`src/rtl/rpa_pkg.sv`:
```
// Shared types, codes and sizes for the reference-counted page allocator.
// No dependencies; every other file of the block refers to this package.
package rpa_pkg;

  localparam int PAGE_COUNT  = 32768;
  localparam int COUNT_BITS  = 8;
  localparam int PAGE_W      = 15;
  localparam int IDX_W       = $clog2(PAGE_COUNT);
  localparam int TOP_W       = $clog2(PAGE_COUNT) + 1;
  localparam int QUEUE_DEPTH = 2;
  localparam int QPTR_W      = $clog2(QUEUE_DEPTH);
  localparam int QCNT_W      = $clog2(QUEUE_DEPTH + 1);

  localparam logic [COUNT_BITS-1:0] COUNT_MAX = {COUNT_BITS{1'b1}};

  localparam logic [2:0] MODE_ALLOC   = 3'd0;
  localparam logic [2:0] MODE_FREE    = 3'd1;
  localparam logic [2:0] MODE_INC     = 3'd2;
  localparam logic [2:0] MODE_RESOLVE = 3'd3;
  localparam logic [2:0] MODE_QUERY   = 3'd4;

  localparam logic [1:0] ST_OK      = 2'd0;
  localparam logic [1:0] ST_NO_FREE = 2'd1;
  localparam logic [1:0] ST_RANGE   = 2'd2;

  typedef enum logic [2:0] {
    OPK_ALLOC,
    OPK_FREE,
    OPK_INC,
    OPK_RESOLVE,
    OPK_QUERY,
    OPK_RANGE,
    OPK_NOP
  } op_kind_t;

  typedef enum logic [1:0] {
    BK_CLEAR,
    BK_IDLE,
    BK_EXEC,
    BK_FIX
  } bk_state_t;

  typedef struct packed {
    logic [2:0]        mode;
    logic [PAGE_W-1:0] page;
  } req_t;

  typedef struct packed {
    logic [1:0]            status;
    logic [PAGE_W-1:0]     result_page;
    logic                  copy_needed;
    logic                  page_released;
    logic [COUNT_BITS-1:0] ref_count;
  } rsp_t;

  typedef struct packed {
    op_kind_t          kind;
    logic [PAGE_W-1:0] page;
  } op_t;

endpackage

```
`src/rtl/rpa_front.sv`:
```
// Front end: configuration register, range check and request classification.
// Depends on rpa_pkg.
module rpa_front (
  input  logic                       clk,
  input  logic                       rst,
  input  logic                       cfg_we,
  input  logic [rpa_pkg::PAGE_W-1:0] cfg_data,
  input  logic                       push,
  input  rpa_pkg::req_t              req,
  input  logic                       q_full,
  input  logic                       clearing,
  output logic                       full,
  output logic                       q_push,
  output rpa_pkg::op_t               q_entry
);

  logic [rpa_pkg::PAGE_W-1:0] first_usable_page;
  logic                       in_range;

  always_ff @(posedge clk) begin
    if (rst) begin
      first_usable_page <= '0;
    end else if (cfg_we) begin
      first_usable_page <= cfg_data;
    end
  end

  assign full   = q_full | clearing;
  assign q_push = push & ~full;

  assign in_range = (req.page >= first_usable_page) &&
                    (32'(req.page) < rpa_pkg::PAGE_COUNT);

  always_comb begin
    q_entry.page = req.page;
    case (req.mode)
      rpa_pkg::MODE_ALLOC:   q_entry.kind = rpa_pkg::OPK_ALLOC;
      rpa_pkg::MODE_FREE:    q_entry.kind = in_range ? rpa_pkg::OPK_FREE : rpa_pkg::OPK_RANGE;
      rpa_pkg::MODE_INC:     q_entry.kind = in_range ? rpa_pkg::OPK_INC : rpa_pkg::OPK_RANGE;
      rpa_pkg::MODE_RESOLVE: q_entry.kind = in_range ? rpa_pkg::OPK_RESOLVE
                                                     : rpa_pkg::OPK_RANGE;
      rpa_pkg::MODE_QUERY:   q_entry.kind = in_range ? rpa_pkg::OPK_QUERY : rpa_pkg::OPK_RANGE;
      default:               q_entry.kind = rpa_pkg::OPK_NOP;
    endcase
  end

endmodule

```
`config.mk`:
```
export PLATFORM = sky130hd
export DESIGN_NAME = rpa_front
export DESIGN_NICKNAME = d
export VERILOG_FILES = /design/src/rtl/rpa_pkg.sv /design/src/rtl/rpa_front.sv
export SDC_FILE = /design/constraint.sdc
export NUM_CORES = 1
export LEC_CHECK = 0
export BUFFER_PORTS_ARGS = -buffer_cell sky130_fd_sc_hd__buf_2
export CAP_MARGIN = 0
export CORE_ASPECT_RATIO = 0.75
export CORE_MARGIN = 10
export CORE_UTILIZATION = 40
export CTS_CLUSTER_DIAMETER = 50
export DETAILED_ROUTE_END_ITERATION = 8
export GPL_TIMING_DRIVEN = 0
export MAX_ROUTING_LAYER = met4
export PLACE_DENSITY = 0.76
export SYNTH_ARGS = -nofsm -noshare
export SYNTH_HDL_FRONTEND = slang
export SYNTH_SLANG_ARGS = --single-unit
```
`constraint.sdc`:
```
create_clock -name clk -period 1.85 [get_ports clk]
set_input_delay 0.37 -clock clk [delete_from_list [all_inputs] [get_ports clk]]
set_output_delay 0.37 -clock clk [all_outputs]
set_load 0.01 [all_outputs]
```
Yosys cells after proc, flatten, opt, wreduce, memory -nomap -nowiden
Cells that the tools add are included.
Operators by class
  $add $sub $neg: 0
  $mul: 0
  div/mod/pow operators: 0
  $lt $le $gt $ge: 1
  equality and inequality tests: 4
  shifts and indexed selects: 0
  multiplexer cells: 5
  bitwise operators: 3
  reduce and logical (&&, ||, !) cells: 1
Operator list (number)
  greater-or-equal comparator 15 bit: 1
  case mux 3 bit (5 select lines): 1
  2-to-1 mux 3 bit: 3
  == test 3 x 2 -> 1 bit, second input constant: 2
  == test 3 x 1 -> 1 bit, second input constant: 1
  == test 3 bit, second input constant: 1
  logical NOT 3 bit: 1
  bitwise AND 1 bit: 1
  2-to-1 mux 1 bit: 1
  NOT 1 bit: 1
  OR 1 bit: 1
Storage, ports and cells
  register bits after elaboration: 15
  bits in latches: 0
  bits in writable memories: 0
  memory bits (read-only): 0
  output and inout port bits: 20
  logic and storage cells: 15
  memories kept: 0

Logic depth before layout (Yosys ltp)
Gate-level depths: netlist (run 1).
  word-level depth: 3
  mapped depth: 7
  mapped depth without buffers: 7

Worst setup path after synthesis (run 1)
No wires, ideal clock.
  path type: input -> output
  start: input req[8] (netlist bit)
  end: output q_entry[17] (netlist bit)
  arrival: 1.591 ns
  data required time: 1.480 ns
  setup slack: -0.111 ns
  stages: 6
  path through: ha_1 > a21o_1 > a221o_1 > a21oi_2 > o21ai_2 > o21bai_1
RTL lines
  from (decl): line rpa_front.sv:9  | input rpa_pkg::req_t req,
  to (decl): line rpa_front.sv:14  | output rpa_pkg::op_t q_entry

==> impl_results.md, run 1 <==
* Yosys reg bits at 15
* Clock Tree Buf Depth at 2
* Sequential share of the synthesized area at 0.278
* Initial antenna violation count at 0
* Biggest registers after layout: first_usable_page (15)
* Tcrit/Tclk final at 1.23
* Fraction of layout cells with a size suffix above 1 at 0.497
* First-pass GRT wire length at around 4400 um
* R2r startpoint: first_usable_page[12]
* Final hold violations at 0
* DR vias/cell at around 4.5
* FF+latch area at just over 300 um^2
* Largest area contributor in the netlist: dfxtp_1
* Crit path required time at around 1.5 ns
* Crit end category: primary output
* Vias at ~1000
* Slew margin rel. at 0.706
* Syn_nets at between 150 and 200
* Routed Antenna Nets at 0
* Worst slew pin tran at around 0.44 ns
* Worst Path Arrival at roughly 1.9 ns
* Most frequent cells in the layout: 59 x buf_2, 18 x nor2_1, 16 x buf_4
* Die height at ~65 um
* Total wire length at between 2000 and 3000 um
* Wirelength per Cell at 12.0 um
* DR iter-0 viols at 23
* Multi-input gate area in the final layout at ~630 um^2
* Max VDD drop at approximately 0.00055 V
* Max FO, Critical Path at 3
* Syn-to-layout area delta at 38.0%
* Routability cong. at just under 0.7
* Hold Path Depth at 2
* Synth area leaders: dfxtp_1 28%, ha_1 17%, mux2i_1 14%
* Top-area cell type share of the netlist area at 0.278
* Core box area at between 2000 and 3000 um^2
* Drt first pass iters at 4
* # placed instances at between 200 and 250
* Post-synth top flop: dfxtp_1
* R2R depth at 2
* LEAKAGE at slightly below 0.8 nW
* TritonCTS Buffers at 3
* Reg with most FFs: first_usable_page
* Slew Limit Fails at 0
* Clk slew on worst S/H paths at approximately 0.09 ns
* Largest net degree at the start of global routing at 11
* Setup violators final at 3
* Mapped Cells at approximately 130
* Fmax at 440 MHz
* Port bufs at 57
* Initial cell density of the core at 0.415
* Die ar. at about 5200 um^2
* Setup repair after global routing missed its margin: yes
* Setup TNS at -1.23 ns
* YS warnings at 0
* Final Skew at 0 ns
* Failing checks: setup timing
* Clk root buf: clkbuf_4
* Reg-to-Reg End: first_usable_page[12]
* Type of the worst setup path: flip-flop to primary output
* Reg-to-reg slack, setup at 1.23 ns
* Worst min path class: primary input to flip-flop
* Layout fillers at roughly 260
* Number of synthesized flops with an enable pin at 0
* Nets at around 240
* Commonest non-fill, non-tap cell in the layout: buf_2
* Ports at 59
* Clk Latency, worst-skew pair at ~0.27 ns
* Total clock sinks at 15
* Unique masters post-synth at 24
* Vias in the first global route at around 1100
* Endpoint, Worst Hold: first_usable_page[9]
* Grt ovf at 0
* Status: finished, violations left
* Max H-tree Level at 1
* Maxcap violations at 0
* Min cycle time layout at roughly 2.3 ns
* Largest register FFs at 15
* Post-synth ARST share at 0
* Power density over cell area at around 540 nW/um^2
* CTS tree: done
* Row Count at 16
* Final HPWL DP at roughly 2500 um
* Die width at about 80 um
* DRC at 0
* Mapped Area at 1080 um^2
* Total GRT Usage at 0.105
* Hold_sp: rst
* Startpoint Class: flip-flop
* Synth Area per Inst at between 8 and 9 um^2
* Final Non-Filler Cells at 225
* Final WS setup at -0.422 ns
* ANT cells at 0
[Yosys cell counts, drive strengths merged (4+ instances only)]
master and count:
buf 17, ha 15, inv 17, a21oi 8
mux2i 15, o21ai 4, nor2 19, dfxtp 15
nand2 5
[per-stage QoR]
stage	power (mW)	setup WS (ns)	hold slack, ns	util	cell area [um^2]
2_1_floorplan	0.522	-0.0110	0.435	-	1120
3_3_place_gp	0.611	-0.245	0.479	0.558	1450
3_5_place_dp	0.627	-0.258	0.484	0.558	1450
4_1_cts	0.820	-0.454	0.304	0.572	1490
5_1_grt	0.868	-0.528	0.310	0.573	1490
6_report	0.804	-0.422	0.319	0.573	1490
[worst max path at each step]
stage | cells after the start | start | to | slack [ns]
floorplan | 7 | first_usable_page[9] | q_entry[17] | -0.01
global placement | 8 | req[8] | q_entry[15] | -0.24
detailed placement | 8 | req[9] | q_entry[16] | -0.26
CTS | 8 | first_usable_page[8] | q_entry[16] | -0.45
global route | 8 | first_usable_page[8] | q_entry[16] | -0.53
finish | 8 | first_usable_page[8] | q_entry[16] | -0.42
[power breakdown]
part / leakage [nW] / total (mW) / switching (mW) / internal (mW)
sequential: 0.125 / 0.353 / 0.00982 / 0.343
clock: 0.0150 / 0.183 / 0.0993 / 0.0836
combinational: 0.647 / 0.268 / 0.128 / 0.140
[kinds of logic after synthesis]
group / count (synthesis) / synth area share
flip-flops: 15 / 0.278
AO/OA/AOI/OAI: 18 / 0.121
buffers and inverters: 35 / 0.176
AND/OR/NAND/NOR: 29 / 0.112
multiplexers: 15 / 0.139
adder cells (fa/ha/maj): 15 / 0.174
[layer usage]
metal,wire length [um],share of wire,GRT usage,up-vias
li1,-,-,-,530
met1,999,0.37,0.0991,454
met2,1490,0.55,0.197,26
met3,214,0.079,0.0441,0
met4,0,0,0.0132,0
met5,0,0,-,-
[worst max-delay path: stages, from the launching register on]
cell	delay, ns
dfxtp_2	0.34
inv_2	0.04
ha_4	0.20
a21o_1	0.15
a221o_1	0.33
a21oi_2	0.16
o21ai_2	0.09
o21ba_1	0.18
buf_2	0.13
[what timing repair did]
item,CTS,global route
endpoints found under the hold margin,0,0
endpoints found under the setup margin,3,3
setup buffers,1,0
hold buffers,0,0
gates resized for setup,3,1
pin swaps,5,1
[layout make-up]
class	instances	share of cell area
sequential	15	0.204
tap	36	0.0302
inverter	17	0.0428
clock buffer	4	0.0176
multi-input combinational	77	0.424
buffer	18	0.0848
timing repair buffer	58	0.196
Note: power is estimated with default switching activity, not from simulation.
==> inputs of run 2 (changes only) <==
--- a/config.mk
+++ b/config.mk
@@ -13,8 +13,11 @@
 export CTS_CLUSTER_DIAMETER = 50
 export DETAILED_ROUTE_END_ITERATION = 8
 export GPL_TIMING_DRIVEN = 0
+export HOLD_SLACK_MARGIN = 0.03
 export MAX_ROUTING_LAYER = met4
 export PLACE_DENSITY = 0.76
+export RECOVER_POWER = 25
+export REMOVE_ABC_BUFFERS = 1
 export SYNTH_ARGS = -nofsm -noshare
 export SYNTH_HDL_FRONTEND = slang
 export SYNTH_SLANG_ARGS = --single-unit
==> impl_results.md, run 2 (synthesis results as in run 1) <==
* Max H-tree Level at 1 (unchanged)
* Final hold slack at 0.315 ns (-0.00426 ns)
* Clock Tree Buf Depth at 2 (unchanged)
* Status: finished, violations left
* ANT cells at 0 (unchanged)
* Final WS setup at -0.476 ns (-0.0544 ns)
* Worst min path class: primary input to flip-flop
* Pre-CTS WS at -0.387 ns (-0.129 ns)
* Fmax at 430 MHz (-2.3%)
* Total GRT Usage at 0.0955 (-0.00900)
* Die ar. at 5200 um^2 (unchanged)
* Clk slew on worst S/H paths at 0.09 ns (about the same)
* Power density over cell area at 562 nW/um^2 (+4.2%)
* Initial cell density of the core at 0.415 (unchanged)
* Tot Pwr at 778 uW (-3.2%)
* R2R depth at 2 (unchanged)
* Final hold violations at 0 (unchanged)
* Syn-to-layout area delta at 28.3%
* Most frequent cells in the layout: 57 x buf_2, 19 x nor2_1, 15 x mux2i_1
* Min cycle time layout at 2.33 ns (+0.0544 ns)
* Setup TNS at -1.37 ns (-0.140 ns)
* Setup violators final at 3 (unchanged)
* Largest net degree at the start of global routing at 16 (+5)
* Nets at 229 (-6.1%)
* Slew Limit Fails at 0 (unchanged)
* DR vias/cell at 4.41 (-1.7%)
* Die width at 80.0 um (unchanged)
* R2r startpoint: first_usable_page[14]
* Failing checks: setup timing
* Clk Latency, worst-skew pair at 0.28 ns (about the same)
* Routed Antenna Nets at 0 (unchanged)
* Maxcap violations at 0 (unchanged)
* Biggest registers after layout: first_usable_page (15)
* Crit end category: primary output
* Worst slew pin tran at 1.07 ns (+0.633 ns)
* Final HPWL DP at 2110 um (-14%)
* Reg-to-Reg End: first_usable_page[14]
* Die height at 65.0 um (unchanged)
* First-pass GRT wire length at 3950 um (-9.2%)
* Row Count at 16 (unchanged)
* Vias at 927 (-8.2%)
* Commonest non-fill, non-tap cell in the layout: buf_2
* Slew margin rel. at 0.284 (-0.422)
* Vias in the first global route at 887 (-16%)
* Tcrit/Tclk final at 1.26 (+0.0294)
* Setup repair after global routing missed its margin: yes
* Placed inst area at 1290 um^2 (-11%)
* Grt ovf at 0 (unchanged)
* Max VDD drop at 0.000352 V (-36%)
* Routability cong. at 0.759 (+13%)
* Max FO, Critical Path at 3 (unchanged)
* Fraction of layout cells with a size suffix above 1 at 0.466 (-0.0318)
* Largest register FFs at 15 (unchanged)
* CTS tree: done
* Clk root buf: clkbuf_4
* Reg-to-reg slack, setup at 1.22 ns (about the same)
* TritonCTS Buffers at 3 (unchanged)
* Total clock sinks at 15 (unchanged)
* Final Skew at 0 ns (unchanged)
* Core box area at 2600 um^2 (unchanged)
* DRC at 0 (unchanged)
* Initial antenna violation count at 0 (unchanged)
* Ports at 59 (unchanged)
* Worst setup path start: first_usable_page[10]
* Wirelength per Cell at 11.9 um (-0.74%)
* LEAKAGE at 0.720 nW (-8.6%)
* Crit path required time at 1.48 ns (about the same)
* CP endpoint: q_entry[16]
* Drt first pass iters at 4 (unchanged)
* Post-route cell area at 1390 um^2 (-7.1%)
* Total wire length at 2510 um (-7.4%)
* DR iter-0 viols at 14 (-39%)
* Port bufs at 58 (+1.8%)
* Reg with most FFs: first_usable_page
* Worst Path Arrival at 1.96 ns (+0.06 ns)
* Type of the worst setup path: flip-flop to primary output
* Startpoint Class: flip-flop
run 2: layer usage:
metal / vias to the layer above / GRT usage / share of wire
li1: 499 / - / -
met1: 401 / 0.104 / 0.45
met2: 27 / 0.156 / 0.47
met3: 0 / 0.0496 / 0.081
met4: 0 / 0.0132 / 0
met5: - / - / 0
run 2: metrics by stage:
stage,cells,util
after global placement,203,0.495
after detailed placement,203,0.495
final,210,0.532
after CTS,208,0.525
after global routing,210,0.532
after floorplan,109,-
run 2: worst max-delay path, stage by stage, from the launching register on:
cell,delay [ns]
dfxtp_2,0.34
inv_2,0.04
ha_4,0.20
and2_4,0.15
a221o_1,0.35
a21oi_2,0.18
o21ai_2,0.10
o21ba_1,0.18
buf_2,0.13
run 2: report_power, final:
| part | switching (mW) | total [mW] | internal (mW) |
|---|---|---|---|
| Clock | 0.102 | 0.182 | 0.0801 |
| Sequential | 0.00962 | 0.353 | 0.343 |
| Combinational | 0.119 | 0.244 | 0.124 |
run 2: how the worst min path moves through the flow:
stage | slack [ns] | startpoint | to | cells past startpoint
6_report | 0.32 | cfg_data[2] | first_usable_page[2] | 3
5_1_grt | 0.32 | cfg_data[11] | first_usable_page[11] | 3
3_3_place_gp | 0.47 | first_usable_page[8] | first_usable_page[8] | 2
3_5_place_dp | 0.49 | first_usable_page[2] | first_usable_page[2] | 2
4_1_cts | 0.30 | cfg_data[2] | first_usable_page[2] | 3
2_1_floorplan | 0.44 | rst | first_usable_page[0] | 1
run 2: timing repair:
action / in CTS / in global routing
gates resized for setup: 8 / 4
pin swaps: 6 / 4
hold buffers: 0 / 0
hold endpoints to repair: 0 / 0
buffers inserted: 1 / 2
endpoints found under the setup margin: 3 / 3
run 2: cell type report:
| cell class | instances | area (um^2) |
|---|---|---|
| inverter | 17 | 63.8 |
| tap | 36 | 45.0 |
| clock buffer | 3 | 22.5 |
| fill | 258 | 1220 |
| timing repair buffer | 61 | 312 |
| clock inverter | 1 | 5.00 |
| multi-input combinational | 77 | 632 |
| sequential | 15 | 305 |
==> inputs of run 3 (changes only) <==
--- a/config.mk
+++ b/config.mk
@@ -9,7 +9,7 @@
 export CAP_MARGIN = 0
 export CORE_ASPECT_RATIO = 0.75
 export CORE_MARGIN = 10
-export CORE_UTILIZATION = 40
+export CORE_UTILIZATION = 42
 export CTS_CLUSTER_DIAMETER = 50
 export DETAILED_ROUTE_END_ITERATION = 8
 export GPL_TIMING_DRIVEN = 0
==> constraint.sdc (replaced) <==
create_clock -name clk -period 2.2 [get_ports clk]
set_input_delay 0.44 -clock clk [delete_from_list [all_inputs] [get_ports clk]]
set_output_delay 0.44 -clock clk [all_outputs]
set_load 0.01 [all_outputs]
==> impl_results.md, run 3 (synthesis results as in run 1) <==
* Status: finished, violations left
* Failing checks: setup timing
* Max VDD drop at 0.000314 V (-11%)
* Setup TNS at -0.521 ns (+0.853 ns)
* Crit path required time at 1.76 ns (+0.28 ns)
* R2R depth at 2 (unchanged)
* Die height at 63.9 um (-1.7%)
* Cts hold-fix bufs at 0 (unchanged)
* Max FO, Critical Path at 3 (unchanged)
* Placed inst area at 1290 um^2 (-0.19%)
* Hold Path Depth at 3 (unchanged)
* Largest register FFs at 15 (unchanged)
* Wirelength per Cell at 13.2 um (+11%)
* Final hold violations at 0 (unchanged)
* Vias in the first global route at 1052 (+19%)
* Slew Limit Fails at 0 (unchanged)
* Type of the worst setup path: flip-flop to primary output
* NetSw at 198 uW (-14%)
* Vias at 980 (+5.7%)
* Clk slew on worst S/H paths at 0.09 ns (about the same)
* DRC at 0 (unchanged)
* Reg with most FFs: first_usable_page
* Most frequent cells in the layout: 57 x buf_2, 18 x nor2_1, 15 x mux2i_1
* CTS tree: done
* Final Non-Filler Cells at 205 (-2.4%)
* Power Internal at 458 uW (-16%)
* Comb pwr share at 0.312 (about the same)
* # placed instances at 201 (-0.99%)
* Power density over cell area at 478 nW/um^2 (-15%)
* Sequential power share at 0.453 (about the same)
* Routability cong. at 0.690 (-9.1%)
* Clk root buf: clkbuf_4
* Die ar. at 5020 um^2 (-3.4%)
* Initial cell density of the core at 0.453 (+0.0381)
* ANT cells at 0 (unchanged)
* LEAKAGE at 0.703 nW (-2.2%)
* Grt ovf at 0 (unchanged)
* Initial antenna violation count at 0 (unchanged)
* First-pass GRT wire length at 4430 um (+12%)
* Startpoint Class: flip-flop
* Slew margin rel. at 0.286 (+0.00187)
* Worst Path Arrival at 1.95 ns (about the same)
* Min cycle time layout at roughly 2.4 ns
* Biggest registers after layout: first_usable_page (15)
* Ports at 59 (unchanged)
* Row Count at 15 (-1)
* Maxcap violations at 0 (unchanged)
* Final WS setup at -0.187 ns (+0.289 ns)
* Commonest non-fill, non-tap cell in the layout: buf_2
* DR vias/cell at 4.78 (+8.3%)
* Syn-to-layout area delta at 26.9%
* Fmax at 419 MHz
* Setup Buffers After CTS at 0 (-1)
* Clock share of power at 0.235 (about the same)
* Fraction of layout cells with a size suffix above 1 at 0.456 (-0.00938)
* Nets at 226 (-1.3%)
* Port bufs at 58 (unchanged)
* Multi-input gate area in the final layout at 643 um^2 (+1.8%)
* TritonCTS Buffers at 3 (unchanged)
* Tcrit/Tclk final at 1.09
* Setup repair after global routing missed its margin: yes
* Switching share of total power at 0.302 (+0.00505)
* Final Skew at 0 ns (unchanged)
* Crit end category: primary output
* Total clock sinks at 15 (unchanged)
* Routed Antenna Nets at 0 (unchanged)
* Die width at 78.6 um (-1.8%)
* Final HPWL DP at 2350 um (+12%)
* Clk Latency, worst-skew pair at 0.27 ns (about the same)
* Drt first pass iters at 4 (unchanged)
* FF+latch area at 305 um^2 (unchanged)
* Setup violators final at 3 (unchanged)
* Total GRT Usage at 0.109 (+0.0138)
* Total wire length at 2710 um (+8.2%)
* Core box area at 2380 um^2 (-8.4%)
* DR iter-0 viols at 54 (+40)
* Worst slew pin tran at 1.07 ns (-0.00280 ns)
* Worst min path class: primary input to flip-flop
* Post-route cell area at 1370 um^2 (-1.1%)
* Clock Tree Buf Depth at 2 (unchanged)
* Max H-tree Level at 1 (unchanged)
* Layout fillers at 235 (-8.9%)
* Largest net degree at the start of global routing at 16 (unchanged)
[run 3: timing repair]
item                                    CTS  global route
pin swaps                                 6             5
resized for setup                         9             5
endpoints found under the setup margin    3             3
gates cloned                              0             0
[run 3: power groups by stage]
| stage | Sequential (mW) | Clock [mW] | Combinational, mW |
|---|---|---|---|
| after global routing | 0.299 | 0.176 | 0.232 |
| after detailed placement | 0.302 | 0 | 0.193 |
| final | 0.297 | 0.154 | 0.204 |
| after global placement | 0.301 | 0 | 0.183 |
| after CTS | 0.296 | 0.160 | 0.204 |
| after floorplan | 0.300 | 0 | 0.0949 |
[run 3: per-stage QoR]
stage	power [mW]	hold WS [ns]	setup slack, ns	utilization
finish	0.655	0.392	-0.187	0.575
detailed placement	0.495	0.488	-0.175	0.540
global route	0.708	0.401	-0.284	0.575
global placement	0.484	0.473	-0.142	0.540
CTS	0.661	0.391	-0.217	0.572
floorplan	0.395	0.460	0.0993	-
[run 3: final cells by class]
type / count / area share
tap: 34 / 0.0311
clock buffer: 4 / 0.0192
inverter: 17 / 0.0466
multi-input combinational: 77 / 0.469
sequential: 15 / 0.223
timing repair buffer: 58 / 0.211
[run 3: worst paths after layout]
kind / startpoint / endpoint / slack, ns
max: first_usable_page[10] / q_entry[15] / -0.19
min reg2reg: first_usable_page[7] / first_usable_page[7] / 0.50
min: cfg_data[5] / first_usable_page[5] / 0.39
max reg2reg: first_usable_page[9] / first_usable_page[9] / 1.56
[run 3: per-layer routing]
metal	GRT usage	share of wire	up-vias
li1	-	-	493
met1	0.0934	0.39	448
met2	0.217	0.51	37
met3	0.0545	0.091	2
met4	0.00670	0.0033	0
met5	-	0	-
[run 3: critical path, stage by stage (launching register included)]
cell and delay, ns:
dfxtp_2 0.34, inv_2 0.04, ha_4 0.20, and2_4 0.15
a221o_1 0.32, a21oi_2 0.19, o21ai_2 0.11, o221ai_2 0.14
buf_2 0.17
