[src/rtl/rpa_pkg.sv]
// Shared types, codes and sizes for the reference-counted page allocator.
// No dependencies; every other file of the block refers to this package.
package rpa_pkg;

  localparam int PAGE_COUNT  = 32768;
  localparam int COUNT_BITS  = 8;
  localparam int PAGE_W      = 15;
  localparam int IDX_W       = $clog2(PAGE_COUNT);
  localparam int TOP_W       = $clog2(PAGE_COUNT) + 1;
  localparam int QUEUE_DEPTH = 2;
  localparam int QPTR_W      = $clog2(QUEUE_DEPTH);
  localparam int QCNT_W      = $clog2(QUEUE_DEPTH + 1);

  localparam logic [COUNT_BITS-1:0] COUNT_MAX = {COUNT_BITS{1'b1}};

  localparam logic [2:0] MODE_ALLOC   = 3'd0;
  localparam logic [2:0] MODE_FREE    = 3'd1;
  localparam logic [2:0] MODE_INC     = 3'd2;
  localparam logic [2:0] MODE_RESOLVE = 3'd3;
  localparam logic [2:0] MODE_QUERY   = 3'd4;

  localparam logic [1:0] ST_OK      = 2'd0;
  localparam logic [1:0] ST_NO_FREE = 2'd1;
  localparam logic [1:0] ST_RANGE   = 2'd2;

  typedef enum logic [2:0] {
    OPK_ALLOC,
    OPK_FREE,
    OPK_INC,
    OPK_RESOLVE,
    OPK_QUERY,
    OPK_RANGE,
    OPK_NOP
  } op_kind_t;

  typedef enum logic [1:0] {
    BK_CLEAR,
    BK_IDLE,
    BK_EXEC,
    BK_FIX
  } bk_state_t;

  typedef struct packed {
    logic [2:0]        mode;
    logic [PAGE_W-1:0] page;
  } req_t;

  typedef struct packed {
    logic [1:0]            status;
    logic [PAGE_W-1:0]     result_page;
    logic                  copy_needed;
    logic                  page_released;
    logic [COUNT_BITS-1:0] ref_count;
  } rsp_t;

  typedef struct packed {
    op_kind_t          kind;
    logic [PAGE_W-1:0] page;
  } op_t;

endpackage

[src/rtl/rpa_queue.sv]
// Short first-in-first-out queue of classified operations between front and back.
// Depends on rpa_pkg.
module rpa_queue (
  input  logic         clk,
  input  logic         rst,
  input  logic         wr_en,
  input  rpa_pkg::op_t wr_data,
  input  logic         rd_en,
  output rpa_pkg::op_t rd_data,
  output logic         q_full,
  output logic         q_empty
);

  rpa_pkg::op_t                 slots [rpa_pkg::QUEUE_DEPTH];
  logic [rpa_pkg::QPTR_W-1:0]   wr_ptr;
  logic [rpa_pkg::QPTR_W-1:0]   rd_ptr;
  logic [rpa_pkg::QCNT_W-1:0]   fill;

  assign q_full  = (fill == rpa_pkg::QCNT_W'(rpa_pkg::QUEUE_DEPTH));
  assign q_empty = (fill == '0);
  assign rd_data = slots[rd_ptr];

  always_ff @(posedge clk) begin
    if (wr_en) begin
      slots[wr_ptr] <= wr_data;
    end
  end

  always_ff @(posedge clk) begin
    if (rst) begin
      wr_ptr <= '0;
      rd_ptr <= '0;
      fill   <= '0;
    end else begin
      if (wr_en) begin
        wr_ptr <= (32'(wr_ptr) == rpa_pkg::QUEUE_DEPTH - 1) ? '0 : wr_ptr + 1'b1;
      end
      if (rd_en) begin
        rd_ptr <= (32'(rd_ptr) == rpa_pkg::QUEUE_DEPTH - 1) ? '0 : rd_ptr + 1'b1;
      end
      case ({wr_en, rd_en})
        2'b10:   fill <= fill + 1'b1;
        2'b01:   fill <= fill - 1'b1;
        default: fill <= fill;
      endcase
    end
  end

endmodule

[config.mk]
export PLATFORM = sky130hd
export DESIGN_NAME = rpa_queue
export DESIGN_NICKNAME = d
export VERILOG_FILES = /design/src/rtl/rpa_pkg.sv /design/src/rtl/rpa_queue.sv
export SDC_FILE = /design/constraint.sdc
export NUM_CORES = 1
export LEC_CHECK = 0
export BUFFER_PORTS_ARGS = -buffer_cell sky130_fd_sc_hd__buf_2
export CAP_MARGIN = 20
export CORE_MARGIN = 10
export CORE_UTILIZATION = 45
export DETAILED_ROUTE_END_ITERATION = 10
export PLACE_DENSITY_LB_ADDON = 0.25
export SLEW_MARGIN = 15
export SYNTH_ARGS = -nofsm -noshare
export SYNTH_HDL_FRONTEND = slang
export SYNTH_SLANG_ARGS = --single-unit
[constraint.sdc]
create_clock -name clk -period 1.6 [get_ports clk]
set_clock_uncertainty 0.15 [all_clocks]
set_input_delay 0.32 -clock clk [delete_from_list [all_inputs] [get_ports clk]]
set_output_delay 0.32 -clock clk [all_outputs]
set_load 0.02 [all_outputs]
Word-level counts from Yosys, hierarchy flattened --
Memories as Yosys holds them, arrays and structs flattened. A register that Yosys moved wholly into a read port is not among the register bits. Cells that the tools add are included.
Word-level totals: register bits 4, bits in latches 0, bits in writable memories 36, bits in read-only memories 0, output and inout port bits 20, word-level logic and storage cells 20, memories kept 1
Operators by class: add/sub/neg operators 4, multipliers 0, divide/modulo/power cells 0, magnitude comparators 0, equality and inequality tests 3, shift-type cells 0, multiplexer cells 7, bitwise gates (word level) 0, reductions and logical operators 2
Memories:
- slots | depth 2, bits a word 18, read ports 1, clocked after memory_dff 1, wr ports 1, RTL line rpa_queue.sv:14 | rpa_pkg::op_t slots [rpa_pkg::QUEUE_DEPTH];
Operator list (number):
- 1-bit two-way mux | 6
- 2-bit equality test (second input constant) | 2
- 2-bit case mux with 2 select lines | 1
- 1-bit adder (second input constant) | 2
- 2-bit by 1-bit adder with 2-bit output (second input constant) | 1
- 2-bit by 1-bit equality test with 1-bit output (second input constant) | 1
- 2-bit logical NOT | 1
- 2-bit nonzero test | 1
- 2-bit by 1-bit subtractor with 2-bit output (second input constant) | 1

Logic depth before layout (Yosys ltp) --
Gate-level depths: netlist of the first run.
word-level depth 4, depth in mapped cells 5, gate-level depth less buffers 5

Worst setup path after synthesis of the first run --
No wires, ideal clock.
kind input -> register, start input wr_en, end memory slots[0][0] (netlist bit) (enable), arrival 1.139 ns, data required time 1.057 ns, slack -0.082 ns, cell stages on the path 2, buffers on the path 0, cells stage by stage inv_1 > nor2_1
On the way: cells in the longest elaborated chain, start to end 2
RTL lines:
- start, declared | RTL line rpa_queue.sv:6 | input logic wr_en,
- 1-bit two-way mux | RTL line rpa_queue.sv:24 | if (wr_en) begin
- 1-bit two-way mux (implied by the code) | RTL line rpa_queue.sv:25 | slots[wr_ptr] <= wr_data;
- end, declared | RTL line rpa_queue.sv:14
No other way between the ends.

==> run summary, run 1 <==
The final instance area came out at 2110 um^2. The XOR/XNOR share of the synthesized area came out at 0.0234. The post-synthesis cell area came out at 1500 um^2. The endpoint identified for the worst register-to-register timing path is slots[1][7]$_DFFE_PP_. After detailed routing, the number of remaining DRC violations is 0. The flow ran to the end, but the final reports show violations. CTS placed an instance of sky130_fd_sc_hd__clkbuf_4 at the clock tree root.

The total iterations of the first detailed-routing run came out at 2. Cell internal power was estimated by the tool at between 0.0015 and 0.002 W. The switching power of the nets came out at 0.000534 W. The number of global-route vias before repair is 862. The final reports fail on setup timing. The adder and majority cell fraction of the synthesized area came out at 0.00835. The met3 track demand over resource in global routing is 0.0415. Setup violations remaining at the end of the flow were counted as 18.

TritonCTS built the clock tree. The via count of the routed design came out at 810. The worst reg2reg path startpoint is wr_ptr$_SDFFE_PP0P_. The number of diodes added for antenna fixing came out at 0. Setup repair after global routing could not meet its margin everywhere.

STA classifies the critical path endpoint as an output port. The area growth from synthesis to layout is 41.1%. The required time of the worst setup path came out at 1130 ps. The core occupancy in the finished layout came out at 0.676. Of all flip-flops after synthesis, the portion carrying an async set or reset was 0.

The largest area contributor in the synthesized netlist is sky130_fd_sc_hd__edfxtp_1. The violation count after the first detailed-route iteration is 87. The launch instance of the worst min-delay path is wr_data[16]. The number of synthesized register bits came out at 41.

The final-layout worst hold slack is 16.8 ps. The total CTS buffers came out at 5. The global-route met2 utilization came out at 0.151. The longest clock path from root to sink contains 2 buffers. The routed wire length came out at 2.71 mm.

The proportion of synthesized area in mux cells came out at 0.135. The number of top-level design ports came out at 42. The transition time at the pin with the least slew margin came out at between 150 and 200 ps.

The floorplan step set the die height to 77.7 um. The leftover overflow at the end of global routing is 0. Of the total power, the share spent switching nets is 0.228. The reg-to-reg setup timing slack came out at approximately 430 ps. Synthesis produced 78 cells. The floorplan step defined a core boundary enclosing 3130 um^2. The first-pass GRT wire length is between 4 and 5 mm. Counting flops with a built-in enable in the synthesized netlist gives 36. The total count of hold-check failures in the final report came out at 0. The category of the worst setup path launch point is a flop. For met1 alone, demand over resource in global routing was 0.103. The power share of the combinational group came out at 0.197. Entering global routing, the biggest net connects 19 pins.

The average instance area after synthesis is between 15 and 20 um^2. The chip width came out at approximately 78 um. The post-CTS setup buffer count came out at 0. The total die area is 6040 um^2. Clock-pin slew was measured on the worst setup and hold paths at 110 ps. The number of port buffers is 41. The primary flip-flop cell chosen by synthesis mapping is sky130_fd_sc_hd__edfxtp_1. After detailed routing, the average wire length per cell comes to 15.4 um.

The slack of the critical path is -182 ps. The H-tree level count came out at 2. The number of max-cap violations is 0. The distinct cell type count of the synthesized netlist is 14. The min-delay analysis places its worst path in the category in2reg. The share of total power dissipated in sequential elements is 0.541. During synthesis, Yosys emitted a total of 0 warnings. For this run, the register share of the synthesized area comes to 0.788. The leakage power came out at about 0.85 nW. The ratio of total power to cell area is between 1000 and 1500 nW/um^2. met2 is the most crowded layer. By area the synthesized netlist is led by sky130_fd_sc_hd__edfxtp_1, sky130_fd_sc_hd__mux2_2, sky130_fd_sc_hd__dfxtp_1. The simple-gate share of the synthesized area came out at 0.0292. Counting instances, the worst hold path has a depth of 1.

The power share of the clock group is 0.262. Along the worst path, the maximum fanout reaches 5. The final period utilization came out at 1.11.

The initial antenna violation count is 0. The clock sink total is between 40 and 50. The clock reaches the later pin of the worst-skew pair after 330 ps. By area, the combinational part of the netlist is dominated by multiplexers. The share of final-layout standard cells stronger than drive strength 1 is 0.576.

The placer's final routability congestion estimate is about 0.62. The share of the synthesized area in the top cell type came out at 0.721. Sorting the synthesized cells by how often they occur yields sky130_fd_sc_hd__edfxtp_1, sky130_fd_sc_hd__mux2_2, sky130_fd_sc_hd__nor2_1.

The relative slew slack came out at 0.875. The maximum vdd ir drop came out at 0.604 mV. Once detail routing completed, the nets flagged for antenna violations numbered 0. The time the final worst path needs with I/O delays and setup came out at 1780 ps. The compound-gate portion of the synthesized area came to 0.00668. The data arrival at the endpoint of the critical path came out at 1310 ps. The number of standard-cell rows in the floorplan came out at 20. The net count after synthesis came out at just over 100. The final max-slew violation count was 0. The depth of the most critical reg-to-reg path is 2.

The global-route total usage across every layer is 0.0933. The placed standard-cell area came out at 1810 um^2. The mean number of vias per cell came out at 4.60. Once detailed placement completed, the half-perimeter wirelength came to approximately 1.9 mm. For this run, the top clock speed supported by timing is between 500 and 600 MHz.

The cell with the most instances after synthesis is sky130_fd_sc_hd__edfxtp_1. The endpoint with the worst hold slack is slots[1][16]$_DFFE_PP_. The initial cell density of the core is 0.479. The final layout contains around 160 nets. The critical path is of the reg2out type.
==> placed cells by master (no fill, tap or decap), drive strengths merged <==
cell type	count
a21oi	1
and2	1
and2b	1
buf	47
bufinv	1
clkbuf	5
clkinv	1
dfxtp	5
dlygate4sd3	2
edfxtp	36
ha	1
inv	1
mux2	18
nor2	6
o21ai	1
or3	1
xnor2	3
xor2	1
==> sequential cells by signal, summed over array words and instances, names as in the netlist, named ones only <==
| register | cells |
|---|---|
| fill | 2 |
| rd_ptr | 1 |
| slots | 36 |
| wr_ptr | 1 |
==> worst max path at each step <==
stage / to / slack (ps) / start
2_1_floorplan: rd_data[10] / 30 / flop
3_3_place_gp: fill[1]$_SDFFE_PP0P_ / 120 / wr_en
3_5_place_dp: fill[1]$_SDFFE_PP0P_ / 70 / wr_en
4_1_cts: rd_data[10] / -200 / flop
5_1_grt: rd_data[10] / -230 / flop
6_report: rd_data[10] / -180 / flop
==> repair_timing <==
item                                    4_1_cts  5_1_grt
hold endpoints to repair                      0        4
gates cloned                                  2        0
resized for setup                            59        4
endpoints found under the setup margin       19       18
hold buffers                                  0        2
==> metrics by stage <==
stage | worst slack (ps) | total power (W) | instances | TNS [ps]
after CTS | -204 | 0.00236 | 174 | -3490
after floorplan | 34.2 | 0.00149 | 78 | 0
after global routing | -227 | 0.00244 | 176 | -3810
after global placement | 120 | 0.00162 | 165 | 0
after detailed placement | 68.6 | 0.00163 | 165 | 0
final | -182 | 0.00235 | 176 | -2920
==> cell type report <==
type / count / area (um^2)
sequential: 41 / 1190
fill: 231 / 1010
timing repair buffer: 49 / 423
multi-input combinational: 34 / 374
tap: 44 / 55.1
clock buffer: 5 / 37.5
clock inverter: 2 / 35.0
inverter: 1 / 3.75
==> power by group through the flow <==
stage	logic [W]	clock network [W]	registers, W
after global placement	0.000337	0	0.00128
after floorplan	0.000211	0	0.00128
after CTS	0.000458	0.000627	0.00127
after detailed placement	0.000344	0	0.00129
final	0.000461	0.000615	0.00127
after global routing	0.000492	0.000669	0.00128
==> per-layer routing <==
metal / wire, um / part of all wire / up-vias
met5: 0 / 0 / -
met4: 25 / 0.0092 / 0
met3: 166 / 0.061 / 3
met2: 1440 / 0.53 / 25
met1: 1080 / 0.40 / 383
li1: - / - / 399
==> kinds of logic (layout without fill, tap and decap cells) <==
family	after synthesis	in the layout
flip-flops	41	41
multiplexers	18	18
AND/OR/NAND/NOR	9	9
XOR/XNOR	4	4
buffers and inverters	3	57
AO/OA/AOI/OAI	2	2
adder cells (fa/ha/maj)	1	1
==> critical path: stages (launching register included) <==
cell	delay [ps]
sky130_fd_sc_hd__dfxtp_4	400
sky130_fd_sc_hd__buf_6	140
sky130_fd_sc_hd__mux2_4	310
sky130_fd_sc_hd__buf_6	130
(Power assumes the default switching activity.)
==> inputs of run 2 (changes only) <==
CORE_UTILIZATION = 39   (was 45)
==> run summary, run 2 (synthesized netlist as in run 1, its figures left out) <==
The H-tree level count is 2 (unchanged). The initial antenna violation count came out at 0 (unchanged). The post-route setup TNS is -2230 ps (+686 ps). The number of standard-cell rows in the floorplan is 22 (+10%).

The placer's final routability congestion estimate is 0.642 (+3.3%). The remaining antenna violation count is 0 (unchanged). The relative slew slack is 0.881 (+0.00653).

The transition time at the pin with the least slew margin is 177 ps (-9.73 ps). The final period utilization was 1.08 (-0.0297). The total die area came out at 6720 um^2 (+11%). Ranked by flip-flop count, first place goes to slots.

The cell sitting at the root of the clock tree is a sky130_fd_sc_hd__clkbuf_8. The number of nets in the layout came out at 152 (-1.9%). The final reports fail on setup timing. The routed metal-1 wire length is 1.06 mm (-1.4%).

The slack of the critical path was -134 ps (+47.5 ps). The placed wire-length estimate after detailed placement is 1.94 mm (+2.6%). The CTS tree is yes.

The required time of the worst setup path was 1130 ps (about the same). The flow ran to the end, but the final reports show violations. The violation count after the first detailed-route iteration came out at 29 (-67%). The flip-flop and latch area came to 1190 um^2 (unchanged). The routed length on met2 is 1.55 mm (+7.5%). The detailed-routed wire length on met3 was 197 um (+19%).

The post-cts hold buffer count came out at 0 (unchanged). Leaving out fill and tap cells, the most frequent cells in the layout are sky130_fd_sc_hd__edfxtp_1, sky130_fd_sc_hd__buf_2, sky130_fd_sc_hd__buf_6. By startpoint and endpoint, the worst setup path is classified as reg2out.

Setup repair after global routing could not meet its margin everywhere. The clock sink total came out at 41 (unchanged). In this run the worst hold path is classified as in2reg. The mean number of vias per cell came out at 4.63 (+0.71%). The total CTS buffers came out at 5 (unchanged). The share of final-layout standard cells stronger than drive strength 1 came out at 0.585 (+0.00886).

The number of max-cap violations is 0 (unchanged). The largest net degree at the start of global routing came to 19 (unchanged). The maximum fanout along the worst path is 7 (+2). The clock transition at the registers of the reported paths came out at 70 ps (-40 ps).

The number of top-level design ports is 42 (unchanged). The via count of the routed design came to 825 (+1.9%). The library cell used most frequently in the layout, excluding fill and tap cells, is sky130_fd_sc_hd__edfxtp_1. The leakage power came out at 0.844 nW (-1.1%). The total count of hold-check failures in the final report was 0 (unchanged). The multi-input gate area in the final layout is 374 um^2 (unchanged). The placeable core region came out at 3690 um^2 (+18%). The time the final worst path needs with I/O delays and setup came out at 1730 ps (-47.5 ps). The chip width came to 82.0 um (+5.5%). STA classifies the critical path startpoint as a flop. Signal routing reaches up to met4. The kind of capture point of the worst setup path is an output port. The number of diodes added for antenna fixing is 0 (unchanged). The global-route total usage across every layer came out at 0.0922 (-0.00108). The power share of the clock group came out at 0.268 (+0.006). The switching power of the nets came out at 0.000577 W (+7.9%).

The final max-slew violation count is 0 (unchanged). The sequential share of power came out at 0.537 (-0.004). The power share of the combinational group is 0.195 (-0.002).

The ratio of total power to cell area is 1120 nW/um^2 (+1.2%). The final count of negative-setup-slack endpoints came out at 18 (unchanged). The leftover overflow at the end of global routing is 0 (unchanged). The number of fillers in the final layout came to 314 (+36%). The routed wire length came out at 2.86 mm (+5.3%). The number of buffers on the longest clock path is 2 (unchanged).

The die height is 82.0 um (+5.5%). The first-pass GRT wire length was 4.56 mm (+4.6%). The data arrival at the endpoint of the critical path was 1260 ps (-50 ps). The largest registers in the layout are slots (36), fill (2). The area growth from synthesis to layout came out at 40.7%.

The initial cell density of the core was 0.406 (-0.0728). The maximum vdd ir drop is 0.783 mV (+30%). The number of global-route vias before repair is 917 (+6.4%). The average wire per cell in the routed design came to 16.1 um (+4.2%). The insertion delay to the later sink of the worst-skew pair is 290 ps (-40 ps). The total iterations of the first detailed-routing run came out at 3 (+1).

The number of port buffers came to 41 (unchanged). The post-CTS setup buffer count is 0 (unchanged). The flip-flop count of the largest register after layout came out at 36 (unchanged).

The post-placement worst setup slack came out at 17.9 ps (-50.7 ps). The number of remaining DRC errors came out at 0 (unchanged). The total power of the final layout came out at 0.00237 W (+0.92%). The switching share of total power is 0.244 (+0.0159).

The internal cell power came to 0.00179 W (-1.1%). The maximum clock frequency is 577 MHz (+2.7%).
-- run 2: cell types whose count changed in the layout (fill, tap and decap cells not counted) --
cell                            before  now
sky130_fd_sc_hd__clkbuf_8            0    5
sky130_fd_sc_hd__buf_6              22   19
sky130_fd_sc_hd__clkinv_2            1    2
sky130_fd_sc_hd__dlygate4sd3_1       2    0
sky130_fd_sc_hd__clkinvlp_4          0    1
sky130_fd_sc_hd__clkbuf_4            5    0
sky130_fd_sc_hd__bufinv_16           1    0
sky130_fd_sc_hd__buf_8               0    2
-- run 2: worst paths after layout --
| check | to | cells past startpoint | startpoint | slack (ps) |
|---|---|---|---|---|
| hold / removal | slots[1][3]$_DFFE_PP_ | 1 | wr_data[3] | 60 |
| hold reg to reg | flop | 2 | rd_ptr$_SDFFE_PP0P_ | 380 |
| setup reg to reg | fill[1]$_SDFFE_PP0P_ | 3 | fill[0]$_SDFFE_PP0P_ | 410 |
| setup / recovery | rd_data[17] | 3 | flop | -130 |
-- run 2: cell type report --
class | count | share of cell area
clock inverter | 3 | 0.00830
clock buffer | 5 | 0.0326
multi-input combinational | 34 | 0.177
sequential | 41 | 0.562
tap | 48 | 0.0285
inverter | 1 | 0.00178
timing repair buffer | 46 | 0.189
-- run 2: power by group through the flow --
stage	logic [W]	clock network (W)	registers (W)
after floorplan	0.000211	0	0.00128
after global placement	0.000340	0	0.00128
after detailed placement	0.000347	0	0.00129
after CTS	0.000470	0.000654	0.00127
after global routing	0.000495	0.000707	0.00128
final	0.000463	0.000634	0.00127
-- run 2: critical path, stage by stage (launching register included) --
cell                      delay (ps)
sky130_fd_sc_hd__dfxtp_4         380
sky130_fd_sc_hd__buf_8           150
sky130_fd_sc_hd__mux2_4          310
sky130_fd_sc_hd__buf_6           130
-- run 2: metrics by stage --
stage / utilization / cells / instance area [um^2] / hold slack (ps)
finish: 0.572 / 178 / 2110 / 64.6
global route: 0.572 / 178 / 2110 / 47.1
CTS: 0.572 / 178 / 2110 / 51.1
detailed placement: 0.491 / 169 / 1810 / 360
global placement: 0.491 / 169 / 1810 / 330
floorplan: - / 78 / 1500 / 239
-- run 2: what timing repair did --
| action | CTS | global route |
|---|---|---|
| hold endpoints to repair | 0 | 0 |
| endpoints found under the setup margin | 18 | 19 |
| pin swaps | 0 | 0 |
| resized for setup | 62 | 1 |
| cloned | 1 | 0 |
-- run 2: per-layer routing --
layer / track usage / vias up
met2: 0.154 / 23
met4: 0.0408 / 0
met1: 0.0950 / 404
met5: 0 / -
li1: - / 393
met3: 0.0469 / 5
==> inputs of run 3 (changes only) <==
CORE_MARGIN = 5   (was 10)
clock period = 1.43 ns   (was 1.6 ns; I/O delays follow)
==> run summary, run 3 (synthesized netlist as in run 1, its figures left out) <==
The final max-slew violation count was 0 (unchanged). The clock sink total was 41 (unchanged). The flip-flop count of the largest register after layout is 36 (unchanged). The total iterations of the first detailed-routing run came out at 4 (+1). The reg-to-reg setup timing slack came out at 180 ps (-230 ps).

The via count of the routed design is 840 (+1.8%). The final period utilization is 1.20. The total count of hold-check failures in the final report came out at 0 (unchanged). The mean number of vias per cell is 4.54 (-2.0%). The post-route setup TNS came out at -4670 ps (-2430 ps). The die height came out at 72.0 um (-12%). The total power of the final layout came out at 0.00288 W (+22%). The final instance area is 2170 um^2 (+3.0%). The number of global-route vias before repair was 893 (-2.6%). For hold timing, the worst endpoint is slots[0][17]$_DFFE_PP_. The remaining antenna violation count came to 0 (unchanged). The clock transition at the registers of the reported paths came out at 70 ps (about the same). By startpoint and endpoint, the worst setup path is classified as reg2out. The min-delay analysis places its worst path in the category in2reg. The clock root buffer master is sky130_fd_sc_hd__clkbuf_8. The total CTS buffers came out at 5 (unchanged). In the layout the commonest cells are sky130_fd_sc_hd__edfxtp_1, sky130_fd_sc_hd__buf_2, sky130_fd_sc_hd__buf_6. The transition time at the pin with the least slew margin came to 179 ps (+2.49 ps). The relative slew slack is 0.880 (-0.00167).

The number of remaining DRC errors came out at 0 (unchanged). The placed standard-cell area came out at 1840 um^2 (+1.5%). The number of port buffers is 41 (unchanged). The H-tree level count is 2 (unchanged).

The first-pass GRT wire length came out at 4.26 mm (-6.5%). The data arrival at the endpoint of the critical path came out at 1270 ps (about the same). The category of the worst setup path launch point is a flop. The required time of the worst setup path came out at 990 ps (-140 ps). The final count of negative-setup-slack endpoints is 18 (unchanged). The placer's final routability congestion estimate is 0.666 (+3.7%). The insertion delay to the later sink of the worst-skew pair is 290 ps (about the same). The total die area came out at 5180 um^2 (-23%).

The maximum fanout along the worst path is 8 (+1). The number of nets in the layout came out at 159 (+4.6%). The initial antenna violation count was 0 (unchanged). The peak per-stage delay on the critical path is 380 ps (about the same).

The largest net degree at the start of global routing is 13 (-6). The average wire per cell in the routed design came out at 14.3 um (-11%). The post-layout instance count excluding filler cells is 185 (+3.9%). TritonCTS built the clock tree.

The violation count after the first detailed-route iteration is 47 (+62%). STA classifies the critical path endpoint as an output port. The largest registers in the layout are slots (36), fill (2). The leftover overflow at the end of global routing is 0 (unchanged). The initial cell density of the core came out at 0.406 (unchanged).

The multi-input gate area in the final layout came out at 374 um^2 (unchanged). The count of placed standard cells including taps is 176 (+4.1%). The endpoint of the most critical register-to-register path is fill[1]$_SDFFE_PP0P_. The number of fillers in the final layout is 301 (-4.1%).

The number of buffers on the longest clock path came out at 2 (unchanged). The highest-delay cell along the critical path is sky130_fd_sc_hd__dfxtp_4. The placeable core region is 3690 um^2 (unchanged).

The number of cells on the worst hold path is 1 (unchanged). Counting flops per register, the top entry is slots. The critical path goes through buf_8, mux2_4, buf_6. The number of diodes added for antenna fixing is 0 (unchanged). The leakage power is 0.887 nW (+5.1%). Setup repair after global routing could not meet its margin everywhere.

In this run the most critical hold path is launched from wr_data[17]. The checks that failed: setup timing. The worst register-to-register path begins at fill[0]$_SDFFE_PP0P_. The time the final worst path needs with I/O delays and setup came out at 1710 ps. The number of max-cap violations was 0 (unchanged).

The maximum clock frequency is 585 MHz. The number of standard-cell rows in the floorplan came out at 22 (unchanged). The placed wire-length estimate after detailed placement is 1.93 mm (-0.14%).

The routed wire length came to 2.65 mm (-7.2%). The chip width is 72.0 um (-12%). The depth of the most critical reg-to-reg path is 4 (+1).

The area growth from synthesis to layout is 45.0%. The run finished, with violations left. The library cell used most frequently in the layout, excluding fill and tap cells, is sky130_fd_sc_hd__edfxtp_1. The maximum vdd ir drop came out at 0.779 mV (-0.51%). The share of final-layout standard cells stronger than drive strength 1 was 0.599 (+0.0139). The global-route total usage across every layer is 0.112 (+0.0199).

The slack of the critical path is -280 ps (-146 ps). The flip-flop and latch area is 1190 um^2 (unchanged). The ratio of total power to cell area came out at 1330 nW/um^2 (+18%).

The number of top-level design ports came out at 42 (unchanged). The core occupancy in the finished layout is 0.589 (+0.0173).
==> run 3: routing by layer <==
layer  up-vias  wire length [um]  part of all wire  track usage
li1        405                 -                 -            -
met1       406               993              0.37        0.121
met2        24              1460              0.55        0.194
met3         5               155             0.058       0.0360
met4         0                40             0.015       0.0626
met5         -                 0                 0            0
==> run 3: layout make-up <==
| class | instances | share of cell area |
|---|---|---|
| clock buffers | 7 | 0.0397 |
| clock inverters | 1 | 0.0138 |
| inverters | 1 | 0.00173 |
| multi-input cells | 34 | 0.172 |
| flip-flops and latches | 41 | 0.546 |
| well taps | 48 | 0.0276 |
| repair buffers | 53 | 0.199 |
==> run 3: timing repair <==
item / 4_1_cts / 5_1_grt
setup endpoints to repair: 19 / 19
hold buffers: 0 / 0
resized for setup: 64 / 0
setup buffers: 1 / 0
cloned: 0 / 0
==> run 3: power by group <==
part | internal (W) | total (W) | leakage, nW | switching [W]
combinational | 0.000291 | 0.000527 | 0.449 | 0.000236
clock | 0.000569 | 0.000936 | 0.0585 | 0.000367
sequential | 0.00139 | 0.00142 | 0.380 | 0.0000299
total | 0.00225 | 0.00288 | 0.887 | 0.000633
==> run 3: worst max-delay path by stage <==
stage | from | to | cells after the start
final | flop | rd_data[2] | 3
after global routing | flop | rd_data[10] | 3
after CTS | flop | rd_data[14] | 3
after detailed placement | flop | rd_data[14] | 3
after global placement | flop | rd_data[12] | 3
after floorplan | flop | rd_data[10] | 3
==> run 3: metrics by stage <==
stage                     hold WS [ps]  worst slack, ps
after floorplan                    205             29.3
after global placement             325            -10.5
after detailed placement           328            -51.7
after CTS                         20.0             -290
after global routing              21.2             -314
final                             29.4             -280
==> run 3: critical path: cells and delay by family (launching register included) <==
kind                   cells  cell delay (ps)
flip-flops                 1              380
multiplexers               1              320
buffers and inverters      2              280
